$ cat src/rtl/slt_pkg.sv
// slt_pkg: shared types and constants for the sequential list table
// holds request and status codes, field widths, the fsm state type and the cell control struct
// no dependencies
package slt_pkg;

    // field widths
    localparam int REQ_W    = 2;
    localparam int POS_W    = 10;
    localparam int VAL_W    = 32;
    localparam int STATUS_W = 2;
    localparam int INDEX_W  = 10;
    localparam int LEN_W    = 11;

    // stream payload widths, packed and padded to whole bytes
    localparam int S_TDATA_W = 48;
    localparam int M_TDATA_W = 24;

    // default table depth and match bits examined per scan cycle
    localparam int DEPTH_DEFAULT = 1024;
    localparam int SCAN_GROUP    = 32;

    // request kinds
    localparam logic [REQ_W-1:0] REQ_INSERT = 2'd0;
    localparam logic [REQ_W-1:0] REQ_DELETE = 2'd1;
    localparam logic [REQ_W-1:0] REQ_FIND   = 2'd2;

    // result status codes
    localparam logic [STATUS_W-1:0] ST_OK        = 2'd0;
    localparam logic [STATUS_W-1:0] ST_FULL      = 2'd1;
    localparam logic [STATUS_W-1:0] ST_BAD_POS   = 2'd2;
    localparam logic [STATUS_W-1:0] ST_NOT_FOUND = 2'd3;

    // controller states
    typedef enum logic {
        S_IDLE,
        S_SCAN
    } state_t;

    // per-cycle command broadcast to every cell
    typedef struct packed {
        logic ins;   // shift up from position, load value at position
        logic del;   // shift down from position
        logic cmp;   // capture match bit against value
        logic scan;  // move match bits down by one scan group
    } cell_ctrl_t;

endpackage

$ cat src/rtl/slt_cell.sv
// slt_cell: one entry of the table, with its neighbor links and a match flag
// depends on slt_pkg for the control struct and value width
module slt_cell #(
    parameter int KW  = 11,
    parameter int IDX = 0
) (
    input  logic                              clk,
    input  logic                              rst_n,
    input  slt_pkg::cell_ctrl_t               ctrl,
    input  logic [KW-1:0]                     pos,
    input  logic [KW-1:0]                     count,
    input  logic signed [slt_pkg::VAL_W-1:0]  value,
    input  logic signed [slt_pkg::VAL_W-1:0]  lower_data,
    input  logic signed [slt_pkg::VAL_W-1:0]  upper_data,
    input  logic                              match_in,
    output logic signed [slt_pkg::VAL_W-1:0]  data,
    output logic                              match
);
    import slt_pkg::*;

    localparam logic [KW-1:0] IDX_K = KW'(IDX);

    logic signed [VAL_W-1:0] entry_reg;
    logic signed [VAL_W-1:0] entry_next;
    logic                    match_reg;
    logic                    match_next;

    // entry update: open a gap on insert, close it on delete
    always_comb
    begin
        entry_next = entry_reg;
        if (ctrl.ins)
        begin
            if (IDX_K > pos)
                entry_next = lower_data;
            else if (IDX_K == pos)
                entry_next = value;
        end
        else if (ctrl.del)
        begin
            if (IDX_K >= pos)
                entry_next = upper_data;
        end
    end

    // match flag: compare against occupied entries, then shift toward cell 0
    always_comb
    begin
        match_next = match_reg;
        if (ctrl.cmp)
            match_next = (entry_reg == value) && (IDX_K < count);
        else if (ctrl.scan)
            match_next = match_in;
    end

    always_ff @(posedge clk)
    begin
        entry_reg <= entry_next;
    end

    always_ff @(posedge clk or negedge rst_n)
    begin
        if (!rst_n)
            match_reg <= 1'b0;
        else
            match_reg <= match_next;
    end

    assign data  = entry_reg;
    assign match = match_reg;

endmodule

$ cat config.mk
export PLATFORM = sky130hd
export DESIGN_NAME = slt_cell
export DESIGN_NICKNAME = d
export VERILOG_FILES = /design/src/rtl/slt_pkg.sv /design/src/rtl/slt_cell.sv
export SDC_FILE = /design/constraint.sdc
export NUM_CORES = 1
export LEC_CHECK = 0
export BUFFER_PORTS_ARGS = -buffer_cell sky130_fd_sc_hd__buf_2
export CORE_MARGIN = 3
export CORE_UTILIZATION = 42
export CTS_BUF_LIST = sky130_fd_sc_hd__clkbuf_4
export DETAILED_ROUTE_END_ITERATION = 16
export GPL_ROUTABILITY_DRIVEN = 1
export PLACE_DENSITY = 0.86
export SLEW_MARGIN = 10
export SYNTH_ARGS = -nofsm -noshare
export SYNTH_HDL_FRONTEND = slang
export SYNTH_SLANG_ARGS = --single-unit
$ cat constraint.sdc
create_clock -name clk -period 1.8 [get_ports clk]
set_input_delay 0.36 -clock clk [delete_from_list [all_inputs] [get_ports clk]]
set_output_delay 0.36 -clock clk [all_outputs]
set_load 0.01 [all_outputs]
==> results of run 1 <==
## cell type report
cell class	count	area (um2)
repair buffers	129	683.2
inverters	3	11.26
multi-input cells	86	779.5
clock inverters	2	10.01
fillers	331	1480
clock buffers	6	45.04
flip-flops and latches	33	985.9
well taps	50	62.56
## routing by layer
metal	up-vias	global-route usage [%]	share of wire (%)
li1	750	-	-
met1	698	19.08	36
met2	92	33.67	52
met3	7	6.732	10
met4	0	6.681	1.5
met5	-	0	0
## final timing paths
kind / cells after the start / start / end / slack [ns]
max: 5 / data[28] / match / 0.24
min: 2 / ctrl[1] / match / 0.22
max reg2reg: 5 / data[28] / match / 0.24
min reg2reg: 2 / match / match / 0.60
max in group asynchronous: 2 / rst_n / match / 1.39
min in group asynchronous: 2 / rst_n / match / 0.33
## stage by stage
| stage | total power, mW | hold WS (ns) | worst slack, ns | util, % | cell area [um2] |
|---|---|---|---|---|---|
| detailed placement | 1.110 | 0.1362 | 0.2327 | 61.92 | 2512 |
| CTS | 1.537 | 0.2108 | 0.2501 | 63.52 | 2577 |
| floorplan | 0.9770 | 0.06441 | 0.1217 | - | 1797 |
| global route | 1.590 | 0.2127 | 0.1554 | 63.52 | 2577 |
| finish | 1.515 | 0.2229 | 0.2364 | 63.52 | 2577 |
| global placement | 1.100 | 0.1355 | 0.2396 | 61.92 | 2512 |
## cell usage in the layout (no fill, tap or decap)
cell type	count
a222oi_1	1
clkinv_2	2
xor2_1	11
mux2i_1	1
o2111a_2	1
edfxtp_1	32
o22ai_1	1
nor3_1	4
buf_12	2
dlygate4sd3_1	1
inv_1	3
dfrtp_1	1
nand3_1	2
buf_4	1
xnor2_1	18
mux2_2	32
nand2_1	1
o22ai_2	1
o21ai_0	1
buf_2	125
nand4_1	5
nor4_1	7
clkbuf_4	6
## critical path, stage by stage, from the launching register on
cell	delay (ns)
edfxtp_1	0.43
xnor2_1	0.17
nand4_1	0.14
nor4_1	0.49
nand3_1	0.15
o22ai_2	0.13
## logic make-up after synthesis
| group | count (synthesis) | share of synthesized area, % |
|---|---|---|
| simple gates | 19 | 6.062 |
| xor+xnor | 29 | 14.15 |
| mux | 33 | 20.63 |
| flops | 33 | 54.91 |
| buf+inv | 7 | 1.742 |
| compound gates | 5 | 2.509 |
## power by group through the flow
| stage | logic [mW] | registers (mW) | clock network (mW) |
|---|---|---|---|
| final | 0.244 | 0.849 | 0.422 |
| after global routing | 0.268 | 0.849 | 0.472 |
| after CTS | 0.246 | 0.849 | 0.442 |
| after detailed placement | 0.244 | 0.867 | 0 |
| after global placement | 0.234 | 0.867 | 0 |
| after floorplan | 0.109 | 0.868 | 0 |
## repair_timing
action / CTS / global route
hold buffers: 1 / 0
endpoints found under the hold margin: 1 / 0
buffers inserted: 0 / 0
==> impl_metrics.toml, run 1 <==
[floorplan]
dieWidth_um = 71.38
rows = 23
die_area_mm2 = 0.005095
die_h_um = 71.38
core_area_mm2 = 0.004058
ios = 158
initial_core_util_pct = 44.25

[power]
irDropWorstVdd_v = 0.0004622
clock_power_share_pct = 27.9
leakage_nw = 1.107
switching_share_pct = 23.00
powerDensity_mw_per_mm2 = 587.8
p_seq_share_pct = 56.0
pwr-share-comb_pct = 16.1
power.internal_mw = 1.166
p_sw_uw = 348.5

[global_routing]
grt_usage_pct = 18.39
overflow = 0
antenna_found_initial = 0
grt_pass1_wl_um = 7176
grt_pass1_vias = 1632
grt_max_degree = 33

[drt]
wire_per_inst_um = 14.97
initialDrtViolationCount = 34
drt-pass1-iter-count = 4
routed_wl_um = 4625
drc = 0
ant_nets = 0
viasPerCell = 5.006
via_count = 1547

[worst_setup_path]
crit_fanout = 2
worstPathRequired_ns = 2.07
arrival_ns = 1.84
cp-end-kind = "flop"
cp-start-kind = "flop"
critPathKind = "reg2reg"

[run]
cap_viol_max_count = 0

[run_status]
status = "finished clean"

[yosys]
synth.avg_cell_area_um2 = 14.25
yosysTopAreaCell = "edfxtp_1"
synth_top_area_share_pct = 53.52
synth_edf_count = 32
ys_seq_area_share_pct = 54.91
synth_common_cells = "edfxtp_1 (32), mux2_2 (32), xnor2_1 (18), xor2_1 (11), nor4_1 (7)"
synthCells = 126
synthTopCellsByArea = "edfxtp_1 (54%), mux2_2 (20%), xnor2_1 (8.8%), xor2_1 (5.4%), nor4_1 (2.4%)"
yosysUniqueCellTypes = 18
synthFlopType = "edfxtp_1"
synth-async-reset-ratio_pct = 3.030
ys_ff_latch = 33
synth_area_mm2 = 0.001795
synth_fp_nets = 251
ys.warnings.count = 0

[clocking]
cts_inserted_buffers = 5
insertion_delay_ns = 0.34
cts-root-buf = "clkbuf_4"
cts-resized-gates = 0
htree_levels = 2
cts_tree = "yes"
cts.sinks = 33
clockBufferDepth = 2
cts.clk_slew.worst_paths_ns = 0.11

[final_layout]
diodes = 0
instances_no_fill = 309
drive_above_1_share_pct = 65.64
largest_reg_flops = 32
finish.net_count = 383
area_growth_pct = 43.55

[place]
io_buffers = 125
dpl.cell_count = 300
gp_routability_congestion = 0.7421
dp_hpwl_um = 3710

[timing]
slew-limit-headroom_pct = 67.86
hold_violations = 0
worstMarginPinSlew_ns = 0.4777
tns_ns = 0
skew_ns = 0.01557
period_share_pct = 86.87
finalSetupViolCount = 0
min_period_ns = 1.564
slew_viol_final = 0
fmax_ghz = 0.6395
rsz0062_at_grt = "false"

[hold_path]
min_path_type = "in2reg"
Note: power is estimated with default switching activity, not from simulation.
==> run 2, diff against run 1 <==
--- a/config.mk
+++ b/config.mk
@@ -12,6 +12,7 @@
 export DETAILED_ROUTE_END_ITERATION = 16
 export GPL_ROUTABILITY_DRIVEN = 1
 export PLACE_DENSITY = 0.86
+export REMOVE_ABC_BUFFERS = 1
 export SLEW_MARGIN = 10
 export SYNTH_ARGS = -nofsm -noshare
 export SYNTH_HDL_FRONTEND = slang
==> run 2 against run 1 <==
  * First-iteration DRC count increased by 50%
  * Maximum frequency increased by 11%
  * Hold slack improved by 0.0050 ns
  * Register-to-register slack improved by 0.16 ns
  * Critical path depth unchanged
  * Non-clock buffer count unchanged
  * Clock power decreased by 2%
  * Via count decreased by 0.32%
  * Die area unchanged
  * Worst setup slack improved by 0.16 ns
  * Critical path type unchanged
  * Critical endpoint unchanged
  * Largest cell class unchanged
  * Largest power group unchanged
  * Highest routed layer unchanged
==> impl_metrics.toml, run 2 (synthesis results as in run 1) <==
[timing]
tns_ns = 0
fmax_ghz = 0.7127
rsz0062_at_grt = "false"
min_period_ns = 1.403
slew_viol_final = 0
period_share_pct = 77.95
whs_ns = 0.2279
slew-limit-headroom_pct = 72.67
hold_violations = 0
skew_ns = 0.009774
finalSetupViolCount = 0
worstMarginPinSlew_ns = 0.4062

[final_layout]
final_cell_mix = "buf_2 (125), mux2_2 (32), edfxtp_1 (32)"
instances_no_fill = 309
utilization_pct = 63.18
final_common_cell = "buf_2"
drive_above_1_share_pct = 65.25
diodes = 0
nFillCells = 314
finish.net_count = 383
largest_reg_flops = 32
area_growth_pct = 42.79

[power]
powerDensity_mw_per_mm2 = 585.5
irDropWorstVdd_v = 0.0005187
leakage_nw = 1.105

[worst_setup_path]
r2r-start = "data[25]"
rr_worst_depth = 5
cp-start-kind = "flop"
critPathKind = "reg2reg"
regToRegEndpoint = "match"
crit_fanout = 2
cp-end-kind = "flop"
worstPathRequired_ns = 2.07
rrSetupSlack_ns = 0.40
arrival_ns = 1.67

[clocking]
cts.sinks = 33
clockBufferDepth = 2
cts_inserted_buffers = 5
cts-resized-gates = 0
cts.clk_slew.worst_paths_ns = 0.10
insertion_delay_ns = 0.33
cts-root-buf = "clkbuf_4"
cts_tree = "yes"
htree_levels = 2

[global_routing]
use_met2_pct = 31.53
overflow = 0
grtUsageMet3_pct = 9.537
busiest_layer = "met2"
grt_usage_pct = 18.91
use_met1_pct = 20.02
grt_max_degree = 33
antenna_found_initial = 0
grt_pass1_wl_um = 7300
grt_pass1_vias = 1641

[drt]
wire_per_inst_um = 14.93
routed_wl_um = 4612
initialDrtViolationCount = 51
drc = 0
viasPerCell = 4.990
drt-pass1-iter-count = 6
via_count = 1542
ant_nets = 0

[place]
gp_routability_congestion = 0.7168
io_buffers = 125
dp_hpwl_um = 3750
dpl.cell_count = 300

[floorplan]
dieWidth_um = 71.38
core_area_mm2 = 0.004058
die_area_mm2 = 0.005095
rows = 23
die_h_um = 71.38
initial_core_util_pct = 44.25
ios = 158

[run_status]
status = "finished clean"

[hold_path]
hold_end = "match"
min_path_type = "in2reg"
hp-start = "ctrl[1]"
holdPathStages = 2

[run]
cap_viol_max_count = 0
## run 2: cell types whose count changed in the layout (fill, tap and decap cells not counted)
cell      previous run  this run
buf_12               2         1
buf_4                1         2
o2111a_1             0         1
o2111a_2             1         0
## run 2: final cells by class
cell class | count | area [um2] | share of cell area [%]
Sequential cell | 33 | 985.9 | 38.46
Clock buffer | 6 | 45.04 | 1.757
Timing Repair Buffer | 129 | 670.6 | 26.16
Tap cell | 50 | 62.56 | 2.440
Multi-Input combinational cell | 86 | 778.2 | 30.36
Clock inverter | 2 | 10.01 | 0.3904
Inverter | 3 | 11.26 | 0.4392
## run 2: through the flow
stage / total power [mW] / cell area, um2 / setup slack, ns
final: 1.501 / 2564 / 0.3968
after CTS: 1.535 / 2564 / 0.3448
after detailed placement: 1.105 / 2499 / 0.2124
after global placement: 1.097 / 2499 / 0.2562
after floorplan: 0.9645 / 1775 / -0.09972
after global routing: 1.584 / 2564 / 0.2287
## run 2: worst max-delay path: stages, from the launching register on
cell	delay, ns
edfxtp_1	0.43
xnor2_1	0.17
nand4_1	0.10
nor4_1	0.37
nand3_1	0.14
o22ai_2	0.13
## run 2: what timing repair did
item,4_1_cts,5_1_grt
buffers inserted,0,0
hold buffers,1,0
endpoints found under the hold margin,1,0
## run 2: worst max path at each step
stage | startpoint | to | slack (ns) | cells after the start
floorplan | pos[7] | data[0] | -0.1 | 2
global route | data[13] | match | 0.23 | 5
finish | data[25] | match | 0.40 | 5
global placement | value[16] | match | 0.26 | 6
CTS | data[25] | match | 0.34 | 5
detailed placement | pos[8] | data[4] | 0.21 | 4
## run 2: per-layer routing
layer | part of all wire [%] | vias to the layer above | routed length, um
li1 | - | 753 | -
met1 | 37 | 698 | 1700
met2 | 49 | 83 | 2251
met3 | 12 | 8 | 558
met4 | 2.2 | 0 | 102
met5 | 0 | - | 0
## run 2: where the power goes
part           switching (mW)  internal [mW]  leakage (nW)  total (mW)
Clock                   0.250          0.164        0.0354       0.414
Sequential           0.000864          0.848         0.301       0.849
Combinational          0.0867          0.151         0.769       0.238
Total                   0.338           1.16          1.10        1.50
