### src/rtl/slt_scan.sv
// slt_scan: priority encoder over the match flags of the lowest scan group
// no package dependencies, sized by its parameters
module slt_scan #(
    parameter int G  = 32,
    parameter int GW = 5
) (
    input  logic [G-1:0]  match,
    output logic          hit,
    output logic [GW-1:0] offset
);

    // lowest set flag wins
    always_comb
    begin
        offset = '0;
        for (int i = G - 1; i >= 0; i--)
        begin
            if (match[i])
                offset = GW'(i);
        end
    end

    assign hit = |match;

endmodule

### config.mk
export PLATFORM = sky130hd
export DESIGN_NAME = slt_scan
export DESIGN_NICKNAME = d
export VERILOG_FILES = /design/src/rtl/slt_scan.sv
export SDC_FILE = /design/constraint.sdc
export NUM_CORES = 1
export LEC_CHECK = 0
export BUFFER_PORTS_ARGS = -buffer_cell sky130_fd_sc_hd__buf_2
export CAP_MARGIN = 20
export CORE_AREA = 5 5 42 44
export DETAILED_ROUTE_END_ITERATION = 8
export DIE_AREA = 0 0 47 49
export MAX_ROUTING_LAYER = met4
export PLACE_DENSITY_LB_ADDON = 0.15
export SYNTH_ARGS = -nofsm -noshare
export SYNTH_HDL_FRONTEND = slang
export SYNTH_SLANG_ARGS = --single-unit
export TNS_END_PERCENT = 50
### constraint.sdc
create_clock -name vclk -period 1.98
set_input_delay 0.297 -clock vclk [all_inputs]
set_output_delay 0.297 -clock vclk [all_outputs]
set_load 0.005 [all_outputs]
==> flow_summary.json, run 1 <==
{
  "tightest_slew_ns": 0.4003,
  "port_buffers": 38,
  "hold_path_startpoint": "match[0]",
  "timing.final.crit_share_pct": 89.03,
  "nets": 138,
  "vias": 635,
  "cts_resized": 0,
  "syn-num-nets": 97,
  "synth_area_leader_cell": "nor4_1",
  "drt_pass1_iterations": 4,
  "yosysSeqAreaShare_pct": 0,
  "register_area_um2": 0,
  "diodes": 0,
  "hold_path_class": "in -> out",
  "fmax_mhz": 567.3,
  "post-cts-setup-buffers": 0,
  "yosys.cell_types.count": 24,
  "multiInputGateArea_um2": 362.8,
  "hold_depth": 3,
  "grt_max_degree": 6,
  "cts_hold_buf": 0,
  "utilization_pct": 43.04,
  "fin_total_pwr_uw": 88.87,
  "overflow": 0,
  "outcome": "completed",
  "worstHoldEndpoint": "offset[0]",
  "initial_core_util_pct": 27.50,
  "netlist_area_um2": 385.4,
  "nClkBuffers": 0,
  "max_slew_margin_pct": 73.07,
  "nFillCells": 166,
  "syn2layout_area_growth_pct": 56.49,
  "syn_area_per_cell_um2": 5.929,
  "grtUsageTotal_pct": 10.50,
  "fin_crit_ns": 1.763,
  "p_per_area_mw_per_mm2": 147.4,
  "setup_viol": 0,
  "avgRoutedWirePerCell_um": 11.25,
  "drc": 0,
  "avgViaCountPerCell": 5.292,
  "die_area_mm2": 0.002303,
  "io-pin-count": 38,
  "drt-initial-drc-count": 2,
  "grt_pass1_wl_um": 1945,
  "drive_above_1_share_pct": 42.31,
  "synth_top_area_share_pct": 11.36,
  "fin_setup_tns_ns": 0,
  "crit_path_end_kind": "primary output",
  "worst-setup-path-type": "in -> out",
  "yosys-top-cells-area": "nor4_1, nor2_1, a21oi_1",
  "gp_congestion": 0.8130,
  "crit_arrival_ns": 1.47,
  "nFlopsAndLatches": 0,
  "drt-total-wl_um": 1350,
  "hold_violations": 0,
  "rsz0062_at_grt": "false",
  "leakage_uw": 0.0002772,
  "cp.required_ns": 1.68,
  "synth_warnings": 0,
  "core_mm2": 0.001401,
  "drv_slew": 0,
  "die_h_um": 49,
  "grt_pass1_vias": 507,
  "peakVddDrop_mv": 0.06845,
  "crit_fanout": 4,
  "dp_hpwl_um": 1229,
  "rows": 14,
  "ant_nets": 0,
  "start_kind": "input port",
  "fp.dieW_um": 47,
  "syn_inst": 65,
  "antenna_found_initial": 0,
  "drv_cap": 0
}
-- metrics by stage --
| step | area, um^2 | setup WS, ns | hold WS (ns) | cells |
|---|---|---|---|---|
| finish | 603.1 | 0.2172 | 0.8579 | 120 |
| global route | 603.1 | 0.09907 | 0.8717 | 120 |
| CTS | 603.1 | 0.2078 | 0.8604 | 120 |
| floorplan | 385.4 | 0.4983 | 0.6263 | 65 |
| global placement | 603.1 | 0.2105 | 0.8599 | 120 |
| detailed placement | 603.1 | 0.2124 | 0.8601 | 120 |
-- where the power goes --
group,total [uW],internal (uW),switching (uW)
clock,0,0,0
combinational,88.9,42.5,46.4
sequential,0,0,0
total,88.9,42.5,46.4
-- cells by family after synthesis --
| family | synth area share (%) |
|---|---|
| AOI/OAI and AO/OA | 38.64 |
| buffers and inverters | 5.844 |
| and+or+nand+nor | 55.52 |
-- worst max path at each step --
stage	startpoint	endpoint
6_report	match[19]	offset[2]
5_1_grt	match[28]	offset[0]
4_1_cts	match[19]	offset[2]
3_5_place_dp	match[19]	offset[2]
3_3_place_gp	match[19]	offset[2]
2_1_floorplan	match[19]	offset[2]
-- cell usage in the layout, fill, tap and decap left out, types with 2 or more instances in the layout --
master and instances:
or4_4 2, a21oi_1 7, nor4_1 7, nor3_2 2
nor2_1 10, nand2_1 3, buf_2 38, o21ai_0 2
o31ai_1 4, or4_1 2, inv_1 6, nor3b_1 2
a2111oi_0 2, nor3_1 5
-- synth_stat cells --
library cell	count
a211oi_1	1
o21ai_1	1
or4_1	2
a21boi_2	1
and2_1	1
or4_4	2
a21o_1	1
nand3_1	1
o31ai_1	4
a221oi_1	1
nor2b_1	1
nand2_1	3
nor3_2	2
a21oi_1	7
a2111oi_0	2
nor2_1	10
o21ai_0	2
nor4_1	7
inv_1	6
nor3_1	5
o21a_1	1
nor3b_1	2
nand4_1	1
o2111ai_1	1
-- layer usage --
metal / vias up / wire length (um) / track usage, %
li1: 342 / - / -
met1: 271 / 609 / 16.30
met2: 22 / 613 / 16.06
met3: 0 / 126 / 0
met4: 0 / 0 / 0
met5: - / 0 / -
-- cell type report --
class	instances	area share [%]
inverters	6	3.734
well taps	16	3.320
multi-input cells	59	60.17
repair buffers	39	32.78
-- worst max-delay path, cell delays in order --
cell	delay (ns)
buf_2	0.12
or4_4	0.56
o21ai_1	0.14
nand2_1	0.08
a21boi_2	0.15
buf_2	0.12
No activity file was read; power rests on OpenSTA's default activity.
==> run 2, diff against run 1 <==
Settings changed: PLACE_DENSITY set to 0.71, PLACE_DENSITY_LB_ADDON 0.15 to not set.
==> run 2 against run 1 <==
  * Critical path depth rose by 1
  * Wire length rose by 2.7%
  * Flip-flop and latch count did not move
  * Combinational power rose by 1%
  * Core utilization did not move
  * Cell area did not move
  * Non-clock buffer count did not move
  * Hold slack improved by 0.017 ns
  * Die area did not move
  * Global-route usage rose by 0.72 points
  * Total power rose by 1.2%
  * Maximum frequency fell by 1.8%
  * Critical endpoint is now offset[0]
  * Largest cell class unchanged
  * Highest routed layer unchanged
==> flow_summary.json, run 2 (same netlist as run 1, synthesis figures left out) <==
{
  "fin_crit_ns": 1.795,
  "peakVddDrop_mv": 0.05243,
  "overflow": 0,
  "worstHoldEndpoint": "offset[0]",
  "vias": 629,
  "outcome": "completed",
  "drt_pass1_iterations": 4,
  "leakage_uw": 0.0002772,
  "worst-setup-path-type": "in -> out",
  "crit_path_end_kind": "primary output",
  "grt_max_degree": 6,
  "setup_viol": 0,
  "rsz0062_at_grt": "false",
  "final_cell_mix": "buf_2, nor2_1, nor4_1, a21oi_1, inv_1",
  "final_common_cell": "buf_2",
  "cts_resized": 0,
  "timing.final.crit_share_pct": 90.67,
  "avgRoutedWirePerCell_um": 11.55,
  "grtUsageTotal_pct": 11.22,
  "hold_violations": 0,
  "drv_cap": 0,
  "grt_pass1_wl_um": 2049,
  "utilization_pct": 43.04,
  "p_seq_share_pct": 0,
  "fp.dieW_um": 47,
  "nFillCells": 157,
  "dp_hpwl_um": 1251,
  "hold_path_class": "in -> out",
  "nets": 138,
  "drc": 0,
  "drive_above_1_share_pct": 42.31,
  "drv_slew": 0,
  "p_int_uw": 42.51,
  "cts_hold_buf": 0,
  "hold_path_startpoint": "match[0]",
  "die_area_mm2": 0.002303,
  "clkPwrFrac_pct": 0,
  "max_slew_margin_pct": 71.87,
  "cp.required_ns": 1.68,
  "p_sw_uw": 47.39,
  "drt-total-wl_um": 1386,
  "tightest_slew_ns": 0.4180,
  "diodes": 0,
  "power_frac_comb_pct": 100.0,
  "syn2layout_area_growth_pct": 56.49,
  "start_kind": "input port",
  "port_buffers": 38,
  "initial_core_util_pct": 27.50,
  "crit_arrival_ns": 1.50,
  "startpoint": "match[30]",
  "antenna_found_initial": 0,
  "drt-initial-drc-count": 10,
  "nFlopsAndLatches": 0,
  "nClkBuffers": 0,
  "core_mm2": 0.001401,
  "hold_depth": 3,
  "fin_setup_tns_ns": 0,
  "die_h_um": 49,
  "post-cts-setup-buffers": 0,
  "avgViaCountPerCell": 5.242,
  "fmax_mhz": 557.0,
  "ant_nets": 0,
  "io-pin-count": 38,
  "rows": 14,
  "grt_pass1_vias": 533,
  "gp_congestion": 0.7830,
  "p_per_area_mw_per_mm2": 149.1,
  "register_area_um2": 0,
  "crit_fanout": 3,
  "switching_share_pct": 52.71
}
run 2: cell counts in the layout (fill, tap and decap cells not counted):
Identical to the previous run, type by type.
run 2: area by class of cell:
class | count | area, um^2 | area share, %
Inverter | 6 | 22.52 | 3.734
Tap cell | 16 | 20.02 | 3.320
Timing Repair Buffer | 39 | 197.7 | 32.78
Multi-Input combinational cell | 59 | 362.8 | 60.17
run 2: worst max path at each step:
| stage | endpoint | slack (ns) |
|---|---|---|
| floorplan | offset[2] | 0.50 |
| global placement | offset[2] | 0.22 |
| detailed placement | offset[2] | 0.22 |
| CTS | offset[2] | 0.21 |
| global route | offset[0] | 0.04 |
| finish | offset[0] | 0.18 |
run 2: metrics by stage:
step | std cells | instance area, um^2 | hold WS [ns] | power (uW) | setup slack, ns
global route | 120 | 603.1 | 0.8990 | 100.1 | 0.04426
detailed placement | 120 | 603.1 | 0.8727 | 89.26 | 0.2173
floorplan | 65 | 385.4 | 0.6263 | 29.65 | 0.4983
CTS | 120 | 603.1 | 0.8722 | 89.75 | 0.2115
finish | 120 | 603.1 | 0.8750 | 89.90 | 0.1847
global placement | 120 | 603.1 | 0.8694 | 87.67 | 0.2215
run 2: metal layers:
metal	vias up	wire length, um	GRT usage [%]
met5	-	0	-
met4	0	0	0
met3	0	135	0.3690
met2	18	671	19.00
met1	270	579	15.43
li1	341	-	-
run 2: worst max-delay path, stage by stage:
cell,delay (ns)
buf_2,0.11
nor3b_1,0.20
nor3_1,0.08
o31ai_1,0.20
o2111ai_1,0.13
a221oi_1,0.30
buf_2,0.18
run 2: power groups by stage:
| stage | clock network, uW | logic [uW] | registers, uW |
|---|---|---|---|
| floorplan | 0 | 29.6 | 0 |
| global placement | 0 | 87.7 | 0 |
| detailed placement | 0 | 89.3 | 0 |
| CTS | 0 | 89.8 | 0 |
| global route | 0 | 100 | 0 |
| finish | 0 | 89.9 | 0 |
==> run 3, diff against run 2 <==
Settings changed: PLACE_DENSITY 0.71 to 0.73.
Clock period 1.98 ns to 1.6 ns, I/O delays scaled along.
==> run 3 against run 2 <==
  * The run now ends with setup timing left
  * Global-route usage rose by 0.94 points
  * Total power rose by 89%
  * Critical path depth fell by 1
  * Hold slack got worse by 0.060 ns
  * Wire length rose by 35%
  * Flip-flop and latch count did not move
  * Sequential share of layout area did not move
  * Non-clock buffer count rose by 14
  * Critical endpoint is now offset[3]
==> flow_summary.json, run 3 (same netlist as run 1, synthesis figures left out) <==
{
  "vias": 747,
  "layoutNonFillerInstCount": 134,
  "cp_common_cell": "buf_2",
  "finish.instance_area_um2": 832.0,
  "fmax_mhz": 618.5,
  "cp.required_ns": 1.36,
  "die_h_um": 49,
  "cp_slowest_cell": "or4_4",
  "nClkBuffers": 0,
  "multiInputGateArea_um2": 467.9,
  "drc": 0,
  "grt_pass1_vias": 638,
  "drv_slew": 0,
  "dp_slack_ns": -0.03859,
  "overflow": 0,
  "hold_path_class": "in -> out",
  "grt_pass1_wl_um": 2270,
  "start_kind": "input port",
  "crit_arrival_ns": 1.38,
  "outcome": "finished with violations",
  "post-cts-setup-buffers": 0,
  "io-pin-count": 38,
  "die_area_mm2": 0.002303,
  "drt-initial-drc-count": 19,
  "final_cell_mix": "buf_2, buf_4, nor2_1",
  "hold_path_startpoint": "match[2]",
  "syn2layout_area_growth_pct": 115.9,
  "crit_chain": "buf_2 > or4_4 > nor2_1 > nand2_1 > a21oi_1 > buf_2",
  "rsz0062_at_grt": "true",
  "crit_fanout": 3,
  "worst-setup-path-type": "in -> out",
  "nFillCells": 128,
  "dp_hpwl_um": 1348,
  "dp.cells": 134,
  "diodes": 0,
  "register_area_um2": 0,
  "drt_pass1_iterations": 4,
  "utilization_pct": 59.38,
  "avgViaCountPerCell": 5.575,
  "path_buf_inv": 2,
  "tightest_slew_ns": 0.3539,
  "holdWs_ns": 0.8148,
  "ant_nets": 0,
  "initial_core_util_pct": 27.50,
  "max_slew_margin_pct": 76.34,
  "fp.dieW_um": 47,
  "postPlaceCellArea_um2": 708.2,
  "nets": 152,
  "avgRoutedWirePerCell_um": 13.93,
  "grtUsageTotal_pct": 12.16,
  "fin_crit_ns": 1.617,
  "rows": 14,
  "nFlopsAndLatches": 0,
  "cts_hold_buf": 0,
  "final_common_cell": "buf_2",
  "grt_max_degree": 6,
  "gp_congestion": 0.8128,
  "leakage_uw": 0.0003821,
  "crit_path_end_kind": "primary output",
  "critical_path.top_delay_family": "simple AND/OR/NAND/NOR gates",
  "startpoint": "match[19]",
  "drive_above_1_share_pct": 61.86,
  "peakVddDrop_mv": 0.1179,
  "drt-total-wl_um": 1867,
  "drv_cap": 0,
  "setup_viol": 4,
  "cpPeakStageDelay_ns": 0.56,
  "timing.final.crit_share_pct": 101.1,
  "core_mm2": 0.001401,
  "antenna_found_initial": 0,
  "finalWorstSetupSlack_ns": -0.01690,
  "violations": "setup timing",
  "p_per_area_mw_per_mm2": 204.2,
  "hold_violations": 0,
  "port_buffers": 38
}
run 3: cell count changes in the layout (fill, tap and decap cells not counted), moves of 2 or more:
cell	change
buf_4	+14
nor4_2	+4
buf_6	+3
nor4_1	-5
a2111oi_0	-2
buf_2	-3
run 3: worst paths after layout:
check,slack [ns],end,depth (start not counted)
max,-0.02,offset[3],6
min,0.81,offset[0],3
run 3: metrics by stage:
stage / power (uW) / TNS [ns]
floorplan: 36.69 / 0
global placement: 133.1 / -0.1031
detailed placement: 135.1 / -0.1058
CTS: 141.9 / -0.03400
global route: 183.9 / -0.3683
finish: 169.9 / -0.04118
run 3: layer usage:
layer  part of all wire (%)  track usage, %
met1                     36           15.87
met3                    7.7               0
met2                     54           21.04
met4                    2.0           1.382
met5                      0               -
run 3: timing repair:
action,in CTS,in global routing
pin swaps,3,5
endpoints found under the hold margin,0,0
setup endpoints to repair,4,6
gates cloned,0,0
gates resized for setup,6,20
run 3: cell type report:
class,instances,area share (%)
Inverter,6,2.707
Multi-Input combinational cell,59,56.24
Tap cell,16,2.406
Timing Repair Buffer,53,38.65
run 3: report_power, final:
| group | leakage (uW) | total (uW) | switching [uW] | internal [uW] |
|---|---|---|---|---|
| Sequential | 0 | 0 | 0 | 0 |
| Clock | 0 | 0 | 0 | 0 |
| Combinational | 0.000382 | 170 | 83.8 | 86.1 |
| Total | 0.000382 | 170 | 83.8 | 86.1 |
